--- src/rtl/lpfr_pkg.sv ---
// Shared types, constants and helpers for the loopback packet fan-out block.
// No dependencies; the control module and the top level refer to it by scoped names.
`default_nettype none

package lpfr_pkg;

    // Route table geometry
    localparam int ROUTE_SLOTS = 8;
    localparam int SLOT_W      = (ROUTE_SLOTS > 1) ? $clog2(ROUTE_SLOTS) : 1;

    // At most this many copies leave for one packet
    localparam int MAX_COPIES  = 8;
    localparam int CNT_W       = $clog2(MAX_COPIES);

    // Configuration reset value: 127.0.0.1
    localparam logic [31:0] DEFAULT_MATCH = 32'h7f00_0001;

    // Header fields accepted for replication
    localparam logic [3:0] IPV4_VERSION = 4'd4;
    localparam logic [3:0] IPV4_IHL     = 4'd5;

    // Request kinds
    localparam logic FUNC_ROUTE  = 1'b0;
    localparam logic FUNC_PACKET = 1'b1;

    // One route table entry
    typedef struct packed {
        logic [31:0] new_src;
        logic [31:0] new_dst;
        logic [47:0] smac;
        logic [47:0] dmac;
        logic [31:0] port;
    } t_route;

    // Map the 3-bit slot field onto a table index
    function automatic logic [SLOT_W-1:0] slot_of_index(input logic [2:0] idx);
        logic [SLOT_W+2:0] t;
        t = {{SLOT_W{1'b0}}, idx};
        return t[SLOT_W-1:0];
    endfunction

    // Low three bits of a table index, as reported on each copy
    function automatic logic [2:0] slot_low3(input logic [SLOT_W-1:0] s);
        logic [SLOT_W+2:0] t;
        t = {3'b000, s};
        return t[2:0];
    endfunction

endpackage

`default_nettype wire

--- src/rtl/lpfr_if.sv ---
// Valid/ready channel interfaces for packet requests and outgoing copies.
// Depends on nothing; used by the control module and the top level.
`default_nettype none

interface lpfr_in_if;
    logic        valid;
    logic        ready;
    logic        func;
    logic [2:0]  slot_index;
    logic        slot_active;
    logic [31:0] src_addr;
    logic [31:0] dst_addr;
    logic [47:0] src_mac;
    logic [47:0] dst_mac;
    logic [31:0] out_port;
    logic [63:0] head_words;
    logic [15:0] ttl_protocol;

    modport source (
        output valid, func, slot_index, slot_active, src_addr, dst_addr,
               src_mac, dst_mac, out_port, head_words, ttl_protocol,
        input  ready
    );
    modport sink (
        input  valid, func, slot_index, slot_active, src_addr, dst_addr,
               src_mac, dst_mac, out_port, head_words, ttl_protocol,
        output ready
    );
endinterface

interface lpfr_out_if;
    logic        valid;
    logic        ready;
    logic [2:0]  route_slot;
    logic [31:0] copy_port;
    logic [47:0] copy_src_mac;
    logic [47:0] copy_dst_mac;
    logic [31:0] copy_src_addr;
    logic [31:0] copy_dst_addr;
    logic [15:0] header_checksum;
    logic        last_copy;

    modport source (
        output valid, route_slot, copy_port, copy_src_mac, copy_dst_mac,
               copy_src_addr, copy_dst_addr, header_checksum, last_copy,
        input  ready
    );
    modport sink (
        input  valid, route_slot, copy_port, copy_src_mac, copy_dst_mac,
               copy_src_addr, copy_dst_addr, header_checksum, last_copy,
        output ready
    );
endinterface

`default_nettype wire

--- src/rtl/loopback_packet_fanout_rewrite_top.sv ---
// Top level of the loopback packet fan-out with IPv4 header rewrite.
// Depends on lpfr_pkg, lpfr_if and lpfr_ctrl; holds the match register.
//
// Usage:
//   i_req carries requests. func 0 writes one route slot (active bit,
//   new addresses, MACs, port) and produces nothing. func 1 presents a
//   plain IPv4 header; if version is 4, ihl is 5 and the destination
//   equals match_address, one rewritten copy per active slot leaves on
//   o_copy in ascending slot order, at most eight, the final one marked.
//   The APB port writes and reads match_address at byte address 0.
// Timing:
//   A route write or a rejected packet leaves the block idle. An accepted
//   packet first forms the header sum in S_BASE, then emits one copy per
//   cycle while o_copy is not stalled; no new request is taken until the
//   walk ends. The single ones'-complement adder and the route RAM read
//   port set this pace. The first copy is registered after S_BASE and S_CALC.
// Reset and stalls:
//   Reset clears all route active bits and restores 127.0.0.1. If o_copy
//   stalls, the walk holds with the pending copy in the output register.
`default_nettype none

module loopback_packet_fanout_rewrite_top (
    input  wire  logic        i_clk,
    input  wire  logic        i_rst_n,
    lpfr_in_if.sink           i_req,
    lpfr_out_if.source        o_copy,
    input  wire  logic        psel,
    input  wire  logic        penable,
    input  wire  logic        pwrite,
    input  wire  logic [2:0]  paddr,
    input  wire  logic [31:0] pwdata,
    output logic       [31:0] prdata,
    output logic              pready
);
    localparam logic REG_MATCH = 1'b0;

    logic [31:0] r_match;
    logic        cfg_wr;

    // Register write on the APB access phase
    assign pready = 1'b1;
    assign cfg_wr = psel && penable && pwrite && pready && (paddr[2] == REG_MATCH);

    always_ff @(posedge i_clk) begin
        if (!i_rst_n) begin
            r_match <= lpfr_pkg::DEFAULT_MATCH;
        end else if (cfg_wr) begin
            r_match <= pwdata;
        end
    end

    // Read back
    assign prdata = (paddr[2] == REG_MATCH) ? r_match : '0;

    lpfr_ctrl u_ctrl (
        .i_clk        (i_clk),
        .i_rst_n      (i_rst_n),
        .i_match_addr (r_match),
        .i_req        (i_req),
        .o_copy       (o_copy)
    );

endmodule

`default_nettype wire

--- src/rtl/lpfr_ram.sv ---
// Generic single-write, single-read RAM with registered read data.
// No dependencies; holds the route table.
`default_nettype none

module lpfr_ram #(
    parameter int WIDTH = 8,
    parameter int DEPTH = 8
) (
    input  wire  logic                                        i_clk,
    input  wire  logic                                        i_we,
    input  wire  logic [((DEPTH > 1) ? $clog2(DEPTH) : 1)-1:0] i_waddr,
    input  wire  logic [WIDTH-1:0]                            i_wdata,
    input  wire  logic                                        i_re,
    input  wire  logic [((DEPTH > 1) ? $clog2(DEPTH) : 1)-1:0] i_raddr,
    output logic       [WIDTH-1:0]                            o_rdata
);
    logic [WIDTH-1:0] r_mem [DEPTH];

    // Write port
    always_ff @(posedge i_clk) begin
        if (i_we) begin
            r_mem[i_waddr] <= i_wdata;
        end
    end

    // Read port; data holds while no read is issued
    always_ff @(posedge i_clk) begin
        if (i_re) begin
            o_rdata <= r_mem[i_raddr];
        end
    end

endmodule

`default_nettype wire

--- src/rtl/lpfr_csum.sv ---
// Shared ones'-complement adder: adds five 16-bit words with end-around carry.
// No package use; serves both the header base sum and each copy's checksum.
`default_nettype none

module lpfr_csum (
    input  wire  logic [4:0][15:0] i_words,
    output logic       [15:0]      o_sum
);
    logic [18:0] raw;
    logic [16:0] fold1;

    // Sum the words, then fold the carries back in twice
    always_comb begin
        raw = 19'(i_words[0]) + 19'(i_words[1]) + 19'(i_words[2])
            + 19'(i_words[3]) + 19'(i_words[4]);
        fold1 = 17'(raw[15:0]) + 17'(raw[18:16]);
        o_sum = fold1[15:0] + 16'(fold1[16]);
    end

endmodule

`default_nettype wire

--- src/rtl/lpfr_ctrl.sv ---
// Sequencer: route writes, header check, slot walk and output register.
// Depends on lpfr_pkg, lpfr_if, lpfr_ram and lpfr_csum.
`default_nettype none

module lpfr_ctrl (
    input  wire  logic        i_clk,
    input  wire  logic        i_rst_n,
    input  wire  logic [31:0] i_match_addr,
    lpfr_in_if.sink           i_req,
    lpfr_out_if.source        o_copy
);
    localparam int SW = lpfr_pkg::SLOT_W;
    localparam int NS = lpfr_pkg::ROUTE_SLOTS;
    localparam int CW = lpfr_pkg::CNT_W;

    typedef enum logic [1:0] {S_IDLE, S_BASE, S_CALC} t_state;

    t_state              r_state;
    logic [NS-1:0]       r_valid;
    logic [NS-1:0]       r_pend;
    logic [SW-1:0]       r_slot;
    logic [CW-1:0]       r_cnt;
    logic [63:0]         r_head;
    logic [15:0]         r_ttl;
    logic [15:0]         r_base;
    logic                r_out_valid;
    logic [2:0]          r_route_slot;
    logic [31:0]         r_copy_port;
    logic [47:0]         r_copy_src_mac;
    logic [47:0]         r_copy_dst_mac;
    logic [31:0]         r_copy_src_addr;
    logic [31:0]         r_copy_dst_addr;
    logic [15:0]         r_header_checksum;
    logic                r_last_copy;

    logic                accept;
    logic                hdr_ok;
    logic                wr_ok;
    logic [SW-1:0]       wr_slot;
    logic                ram_we;
    logic                ram_re;
    lpfr_pkg::t_route    wr_route;
    lpfr_pkg::t_route    rd_route;
    logic [SW-1:0]       pick_slot;
    logic [NS-1:0]       pend_rest;
    logic                out_free;
    logic                calc_go;
    logic                last_now;
    logic [4:0][15:0]    cs_words;
    logic [15:0]         cs_sum;

    // Request decode
    assign i_req.ready = (r_state == S_IDLE);
    assign accept      = i_req.valid && (r_state == S_IDLE);
    assign hdr_ok      = (i_req.head_words[63:60] == lpfr_pkg::IPV4_VERSION)
                      && (i_req.head_words[59:56] == lpfr_pkg::IPV4_IHL)
                      && (i_req.dst_addr == i_match_addr);
    assign wr_slot     = lpfr_pkg::slot_of_index(i_req.slot_index);
    assign wr_ok       = int'(i_req.slot_index) < NS;
    assign ram_we      = accept && (i_req.func == lpfr_pkg::FUNC_ROUTE) && wr_ok;

    always_comb begin
        wr_route.new_src = i_req.src_addr;
        wr_route.new_dst = i_req.dst_addr;
        wr_route.smac    = i_req.src_mac;
        wr_route.dmac    = i_req.dst_mac;
        wr_route.port    = i_req.out_port;
    end

    // Pick the lowest pending slot and drop it from the set
    always_comb begin
        pick_slot = '0;
        for (int i = NS - 1; i >= 0; i--) begin
            if (r_pend[i]) begin
                pick_slot = SW'(i);
            end
        end
        pend_rest = r_pend & (r_pend - NS'(1));
    end

    assign out_free = !r_out_valid || o_copy.ready;
    assign calc_go  = (r_state == S_CALC) && out_free;
    assign last_now = (r_pend == '0) || (r_cnt == CW'(lpfr_pkg::MAX_COPIES - 1));
    assign ram_re   = (r_state == S_BASE) || calc_go;

    // Route table
    lpfr_ram #(
        .WIDTH ($bits(lpfr_pkg::t_route)),
        .DEPTH (NS)
    ) u_route_ram (
        .i_clk   (i_clk),
        .i_we    (ram_we),
        .i_waddr (wr_slot),
        .i_wdata (wr_route),
        .i_re    (ram_re),
        .i_raddr (pick_slot),
        .o_rdata (rd_route)
    );

    // Steer the shared adder: header words first, then per-copy addresses
    always_comb begin
        if (r_state == S_BASE) begin
            cs_words = {r_head[63:48], r_head[47:32], r_head[31:16], r_head[15:0], r_ttl};
        end else begin
            cs_words = {r_base, rd_route.new_src[31:16], rd_route.new_src[15:0],
                        rd_route.new_dst[31:16], rd_route.new_dst[15:0]};
        end
    end

    lpfr_csum u_csum (
        .i_words (cs_words),
        .o_sum   (cs_sum)
    );

    // State, table valid bits and output register
    always_ff @(posedge i_clk) begin
        if (!i_rst_n) begin
            r_state     <= S_IDLE;
            r_valid     <= '0;
            r_out_valid <= 1'b0;
        end else begin
            // Load the output register on a new copy, drop it once taken
            if (calc_go) begin
                r_out_valid <= 1'b1;
            end else if (o_copy.ready) begin
                r_out_valid <= 1'b0;
            end
            unique case (r_state)
                S_IDLE: begin
                    if (accept) begin
                        if (i_req.func == lpfr_pkg::FUNC_ROUTE) begin
                            if (wr_ok) begin
                                r_valid[wr_slot] <= i_req.slot_active;
                            end
                        end else if (hdr_ok && (r_valid != '0)) begin
                            r_head  <= i_req.head_words;
                            r_ttl   <= i_req.ttl_protocol;
                            r_pend  <= r_valid;
                            r_cnt   <= '0;
                            r_state <= S_BASE;
                        end
                    end
                end
                S_BASE: begin
                    r_base  <= cs_sum;
                    r_slot  <= pick_slot;
                    r_pend  <= pend_rest;
                    r_state <= S_CALC;
                end
                S_CALC: begin
                    if (out_free) begin
                        r_route_slot      <= lpfr_pkg::slot_low3(r_slot);
                        r_copy_port       <= rd_route.port;
                        r_copy_src_mac    <= rd_route.smac;
                        r_copy_dst_mac    <= rd_route.dmac;
                        r_copy_src_addr   <= rd_route.new_src;
                        r_copy_dst_addr   <= rd_route.new_dst;
                        r_header_checksum <= ~cs_sum;
                        r_last_copy       <= last_now;
                        if (last_now) begin
                            r_state <= S_IDLE;
                        end else begin
                            r_slot <= pick_slot;
                            r_pend <= pend_rest;
                            r_cnt  <= r_cnt + CW'(1);
                        end
                    end
                end
                default: begin
                    r_state <= S_IDLE;
                end
            endcase
        end
    end

    assign o_copy.valid           = r_out_valid;
    assign o_copy.route_slot      = r_route_slot;
    assign o_copy.copy_port       = r_copy_port;
    assign o_copy.copy_src_mac    = r_copy_src_mac;
    assign o_copy.copy_dst_mac    = r_copy_dst_mac;
    assign o_copy.copy_src_addr   = r_copy_src_addr;
    assign o_copy.copy_dst_addr   = r_copy_dst_addr;
    assign o_copy.header_checksum = r_header_checksum;
    assign o_copy.last_copy       = r_last_copy;

    // A slot being emitted was active when the walk started
    a_slot_active: assert property (@(posedge i_clk) disable iff (!i_rst_n)
        (r_state == S_CALC) |-> r_valid[r_slot])
        else $error("walking an inactive route slot");

    // Base sum state is always followed directly by S_CALC
    a_base_once: assert property (@(posedge i_clk) disable iff (!i_rst_n)
        (r_state == S_BASE) |=> (r_state == S_CALC))
        else $error("base sum state did not advance");

    // A packet with no active route produces nothing and frees the block
    a_no_route: assert property (@(posedge i_clk) disable iff (!i_rst_n)
        (accept && (i_req.func == lpfr_pkg::FUNC_PACKET) && (r_valid == '0))
        |=> (r_state == S_IDLE))
        else $error("packet without routes started a walk");

    // The final copy carries the last mark and ends the walk
    a_last_mark: assert property (@(posedge i_clk) disable iff (!i_rst_n)
        (calc_go && last_now) |=> ((r_state == S_IDLE) && o_copy.valid && o_copy.last_copy))
        else $error("final copy without last mark");

endmodule

`default_nettype wire
--- src/flat_wrapper.sv ---
// flat-port wrapper written by rule: the top's interface ports become plain ports
module loopback_packet_fanout_rewrite_top_flat 
  (i_clk, i_rst_n, psel, penable, pwrite, paddr, pwdata, prdata, pready, i_req_valid, i_req_func, i_req_slot_index, i_req_slot_active, i_req_src_addr, i_req_dst_addr, i_req_src_mac, i_req_dst_mac, i_req_out_port, i_req_head_words, i_req_ttl_protocol, i_req_ready, o_copy_valid, o_copy_route_slot, o_copy_copy_port, o_copy_copy_src_mac, o_copy_copy_dst_mac, o_copy_copy_src_addr, o_copy_copy_dst_addr, o_copy_header_checksum, o_copy_last_copy, o_copy_ready);
  lpfr_in_if i_req_i ();
  lpfr_out_if o_copy_i ();
  input  wire  logic i_clk;
  input  wire  logic i_rst_n;
  input  wire  logic psel;
  input  wire  logic penable;
  input  wire  logic pwrite;
  input  wire  logic [2:0] paddr;
  input  wire  logic [31:0] pwdata;
  output logic       [31:0] prdata;
  output logic pready;
  input wire logic [$bits(i_req_i.valid)-1:0] i_req_valid;
  input wire logic [$bits(i_req_i.func)-1:0] i_req_func;
  input wire logic [$bits(i_req_i.slot_index)-1:0] i_req_slot_index;
  input wire logic [$bits(i_req_i.slot_active)-1:0] i_req_slot_active;
  input wire logic [$bits(i_req_i.src_addr)-1:0] i_req_src_addr;
  input wire logic [$bits(i_req_i.dst_addr)-1:0] i_req_dst_addr;
  input wire logic [$bits(i_req_i.src_mac)-1:0] i_req_src_mac;
  input wire logic [$bits(i_req_i.dst_mac)-1:0] i_req_dst_mac;
  input wire logic [$bits(i_req_i.out_port)-1:0] i_req_out_port;
  input wire logic [$bits(i_req_i.head_words)-1:0] i_req_head_words;
  input wire logic [$bits(i_req_i.ttl_protocol)-1:0] i_req_ttl_protocol;
  output wire logic [$bits(i_req_i.ready)-1:0] i_req_ready;
  output wire logic [$bits(o_copy_i.valid)-1:0] o_copy_valid;
  output wire logic [$bits(o_copy_i.route_slot)-1:0] o_copy_route_slot;
  output wire logic [$bits(o_copy_i.copy_port)-1:0] o_copy_copy_port;
  output wire logic [$bits(o_copy_i.copy_src_mac)-1:0] o_copy_copy_src_mac;
  output wire logic [$bits(o_copy_i.copy_dst_mac)-1:0] o_copy_copy_dst_mac;
  output wire logic [$bits(o_copy_i.copy_src_addr)-1:0] o_copy_copy_src_addr;
  output wire logic [$bits(o_copy_i.copy_dst_addr)-1:0] o_copy_copy_dst_addr;
  output wire logic [$bits(o_copy_i.header_checksum)-1:0] o_copy_header_checksum;
  output wire logic [$bits(o_copy_i.last_copy)-1:0] o_copy_last_copy;
  input wire logic [$bits(o_copy_i.ready)-1:0] o_copy_ready;
  assign i_req_i.valid = i_req_valid;
  assign i_req_i.func = i_req_func;
  assign i_req_i.slot_index = i_req_slot_index;
  assign i_req_i.slot_active = i_req_slot_active;
  assign i_req_i.src_addr = i_req_src_addr;
  assign i_req_i.dst_addr = i_req_dst_addr;
  assign i_req_i.src_mac = i_req_src_mac;
  assign i_req_i.dst_mac = i_req_dst_mac;
  assign i_req_i.out_port = i_req_out_port;
  assign i_req_i.head_words = i_req_head_words;
  assign i_req_i.ttl_protocol = i_req_ttl_protocol;
  assign i_req_ready = i_req_i.ready;
  assign o_copy_valid = o_copy_i.valid;
  assign o_copy_route_slot = o_copy_i.route_slot;
  assign o_copy_copy_port = o_copy_i.copy_port;
  assign o_copy_copy_src_mac = o_copy_i.copy_src_mac;
  assign o_copy_copy_dst_mac = o_copy_i.copy_dst_mac;
  assign o_copy_copy_src_addr = o_copy_i.copy_src_addr;
  assign o_copy_copy_dst_addr = o_copy_i.copy_dst_addr;
  assign o_copy_header_checksum = o_copy_i.header_checksum;
  assign o_copy_last_copy = o_copy_i.last_copy;
  assign o_copy_i.ready = o_copy_ready;
  loopback_packet_fanout_rewrite_top u_core (.i_clk(i_clk), .i_rst_n(i_rst_n), .i_req(i_req_i), .o_copy(o_copy_i), .psel(psel), .penable(penable), .pwrite(pwrite), .paddr(paddr), .pwdata(pwdata), .prdata(prdata), .pready(pready));
endmodule
--- config.mk ---
export PLATFORM = sky130hd
export DESIGN_NAME = loopback_packet_fanout_rewrite_top_flat
export DESIGN_NICKNAME = d
export VERILOG_FILES = /design/src/rtl/lpfr_pkg.sv /design/src/rtl/lpfr_if.sv /design/src/rtl/loopback_packet_fanout_rewrite_top.sv /design/src/rtl/lpfr_ram.sv /design/src/rtl/lpfr_csum.sv /design/src/rtl/lpfr_ctrl.sv /design/src/flat_wrapper.sv
export SDC_FILE = /design/constraint.sdc
export NUM_CORES = 2
export LEC_CHECK = 0
export ABC_CLOCK_PERIOD_IN_PS = 21200
export BUFFER_PORTS_ARGS = -buffer_cell sky130_fd_sc_hd__buf_2
export CORE_MARGIN = 2
export CORE_UTILIZATION = 45
export CTS_CLUSTER_SIZE = 25
export DETAILED_ROUTE_END_ITERATION = 10
export PLACE_DENSITY = 0.63
export SLEW_MARGIN = 40
export SYNTH_ARGS = -nofsm -noshare
export SYNTH_HDL_FRONTEND = slang
export SYNTH_SLANG_ARGS = --single-unit
--- constraint.sdc ---
create_clock -name i_clk -period 21.2 [get_ports i_clk]
set_input_delay 1.06 -clock i_clk [delete_from_list [all_inputs] [get_ports i_clk]]
set_output_delay 1.06 -clock i_clk [all_outputs]
set_load 0.02 [all_outputs]
==> flow_summary.yaml <==
placement:
  port_buffers: 562
  place_congestion: 0.8566
  hpwlAfterDp_um: 104500
critical_path:
  endpoint_kind: "flop"
  critPathKind: "flop to flop"
  crit_path_max_incr_delay_ns: 0.58
  crit_path_frequent_cell: "a21o_1"
  crit_family: "simple AND/OR/NAND/NOR gates"
  critPathBufInv: 3
  critPathMaxFanout: 34
  cp.required_ns: 21.80
  worstPathArrival_ns: 12.08
  cp-start-kind: "flop"
  cp_slowest_cell: "o41ai_1"
timing:
  rsz0062_at_grt: "false"
  fin_skew_ns: 0.05794
  fin_crit_ns: 11.48
  final_hold_viol_count: 0
  period_share: 0.5415
  finalSetupViolations: 0
  fmax_mhz: 87.12
  worst_slew_pin_slew_ns: 0.8609
  finalMaxSlewViolations: 0
  max_slew_margin: 0.4260
  finalSetupTns_ns: 0
floorplanning:
  ioPinCount: 566
  std_cell_rows: 154
  die_area_mm2: 0.1796
  coreArea_mm2: 0.1755
  start_util: 0.4517
  die_w_um: 423.8
  die_h_um: 423.8
synth:
  ys_top_cells_by_count: "edfxtp_1, mux4_2, mux2_2"
  synth_warnings: 0
  synth_area_leaders: "edfxtp_1, mux4_2, mux2_2, dfxtp_1, fa_1"
  ys_types: 70
  synth_compound_area_frac: 0.01210
  synth-async-reset-ratio: 0
  ys.flop_type: "edfxtp_1"
  synth_fa_ha_area_frac: 0.01546
  synth_seq_cells: 2093
  synth_cells: 3551
  synth_seq_area_share: 0.7872
  synth_edf_count: 2050
  synth_top_area_frac: 0.7764
  yosys.area_share.simple: 0.01712
  synth.area.mux_share: 0.1470
  netlist_area_mm2: 0.07929
  syn-num-nets: 3947
  syn_area_per_cell_um2: 22.33
  synth_top_cell_by_area: "edfxtp_1"
  synth_top_family_by_area: "multiplexers"
  synthXorXnorAreaFrac: 0.01011
  yosysMostFrequentCell: "edfxtp_1"
clock_network:
  cts_num_sinks: 2093
  worstSkewPairLatency_ns: 0.86
  clkSlewWorstSetupHoldPaths_ns: 0.07
  cts-hold-fix-buffers: 0
  cts_tree: "yes"
  numCtsBuffers: 207
  htree_num_levels: 4
  post_cts_buffers: 0
  cts_resized: 0
  clk_path_buf_depth: 3
  clockRootBuffer: "clkbuf_16"
power:
  switching_share: 0.2011
  ir_worst_vdd_mv: 0.07450
  total_power_w: 0.008243
  p_comb_frac: 0.016
  p_per_area_mw_per_mm2: 89.42
  p_leak_nw: 30.01
  power_frac_clock: 0.429
  p_int_w: 0.006585
  power_frac_seq: 0.555
  p_sw_w: 0.001658
detailed_routing:
  drt_iter0_drc: 3393
  drcViolationCount: 0
  wl_met2_um: 91430
  wl_met1_um: 73090
  antenna_left: 0
  vias: 36990
  viasPerCell: 5.462
  topRoutingLayerUsed: "met5"
  drtPass1Iterations: 5
  wl_met3_um: 11650
  wl_per_cell_um: 26.61
  finalWirelength_um: 180200
layout:
  drive_gt1_frac: 0.3487
  fin_nets: 4652
  syn2layout_area_growth_pct: 16.25
global_route:
  grt_pass1_vias: 37650
  grt_max_degree: 97
  grt_pass1_wl_um: 261100
  antenna_found_initial: 62
  grtUsageTotal: 0.2002
  gr-total-overflow: 0
outcome:
  status: "completed"
min_path:
  hold_path_class: "input pin to flop"
job:
  cap_violations: 0
-- worst paths after layout --
kind	startpoint	endpoint	slack [ns]	cells past startpoint
worst min register to register	u_core.u_ctrl.u_route_ram.o_rdata[82]$_DFFE_PP_	u_core.u_ctrl.o_copy.copy_src_mac[2]$_DFFE_PP_	0.42	0
worst max register to register	u_core.u_ctrl.r_state[0]$_SDFFE_PN0P_	u_core.u_ctrl.r_base[15]$_DFFE_PP_	9.72	41
worst min-delay path	i_req_head_words[11]	u_core.u_ctrl.r_head[11]$_DFFE_PP_	0.38	1
worst max-delay path	u_core.u_ctrl.r_state[0]$_SDFFE_PN0P_	u_core.u_ctrl.r_base[15]$_DFFE_PP_	9.72	41
-- cell families (layout without fill, tap and decap cells) --
kind of cell	Yosys count	in the layout
DFF	2093	2093
muxes	659	659
and+or+nand+nor	264	264
buffers and inverters	229	1100
AOI/OAI and AO/OA	139	139
xor gates and xnor gates	89	89
adders and majority gates	77	77
other	1	11
-- registers in the layout, summed over array words and instances (netlist names), 8 cells and up --
| register | flops |
|---|---|
| u_core.u_ctrl.o_copy.copy_port | 32 |
| u_core.u_ctrl.r_base | 16 |
| u_core.u_ctrl.r_head | 64 |
| u_core.u_ctrl.u_route_ram.r_mem | 1536 |
| u_core.u_ctrl.u_route_ram.o_rdata | 192 |
| u_core.u_ctrl.r_valid | 8 |
| u_core.u_ctrl.o_copy.header_checksum | 16 |
| u_core.u_ctrl.o_copy.copy_dst_mac | 48 |
| u_core.u_ctrl.r_ttl | 16 |
| u_core.u_ctrl.o_copy.copy_src_addr | 32 |
| u_core.r_match | 32 |
| u_core.u_ctrl.o_copy.copy_dst_addr | 32 |
| u_core.u_ctrl.o_copy.copy_src_mac | 48 |
| u_core.u_ctrl.r_pend | 8 |
-- placed cells by master (no fill, tap or decap), types with 27 or more instances in the layout --
cell type	n
nor2_1	29
clkinv_1	36
buf_2	562
clkbuf_1	50
a21boi_0	31
clkbuf_16	208
mux4_2	384
nor2b_1	44
mux2_2	206
ha_1	41
inv_1	90
nand2_1	98
dfxtp_1	43
edfxtp_1	2050
clkinv_2	35
mux2i_1	69
xor2_1	54
fa_1	35
buf_4	27
xnor2_1	33
-- final cells by class --
cell class,count,area (µm²)
well taps,2340,2928
inverters,90,337.8
clock buffers,258,5393
multi-input cells,1229,16130
clock inverters,117,1177
diodes,10,25.02
flip-flops and latches,2093,62420
repair buffers,635,3769
fillers,13610,83360
-- routing by layer --
layer | up-vias | global-route usage
met5 | - | 0
met4 | 46 | 0.04733
met3 | 299 | 0.04566
met2 | 1107 | 0.3372
met1 | 19580 | 0.2655
li1 | 15960 | -
-- stage by stage --
| step | instance area, µm² | hold WS (ns) | instances | utilization | setup WS [ns] |
|---|---|---|---|---|---|
| after floorplan | 79290 | 0.4003 | 3551 | - | 5.493 |
| after CTS | 92140 | 0.3037 | 6761 | 0.5249 | 9.745 |
| after global placement | 85170 | 0.4007 | 6372 | 0.4852 | 9.823 |
| after global routing | 92160 | 0.3162 | 6766 | 0.5250 | 9.168 |
| final | 92180 | 0.3811 | 6772 | 0.5251 | 9.721 |
| after detailed placement | 85570 | 0.4045 | 6386 | 0.4875 | 9.795 |
-- power groups by stage --
stage | clock network [W] | logic [W] | registers [W]
5_1_grt | 0.00378 | 0.000144 | 0.00458
6_report | 0.00353 | 0.000132 | 0.00458
4_1_cts | 0.00362 | 0.000134 | 0.00458
2_1_floorplan | 0 | 0.0000389 | 0.00468
3_3_place_gp | 0 | 0.000129 | 0.00466
3_5_place_dp | 0 | 0.000134 | 0.00466
No activity file was read; power rests on OpenSTA's default activity.
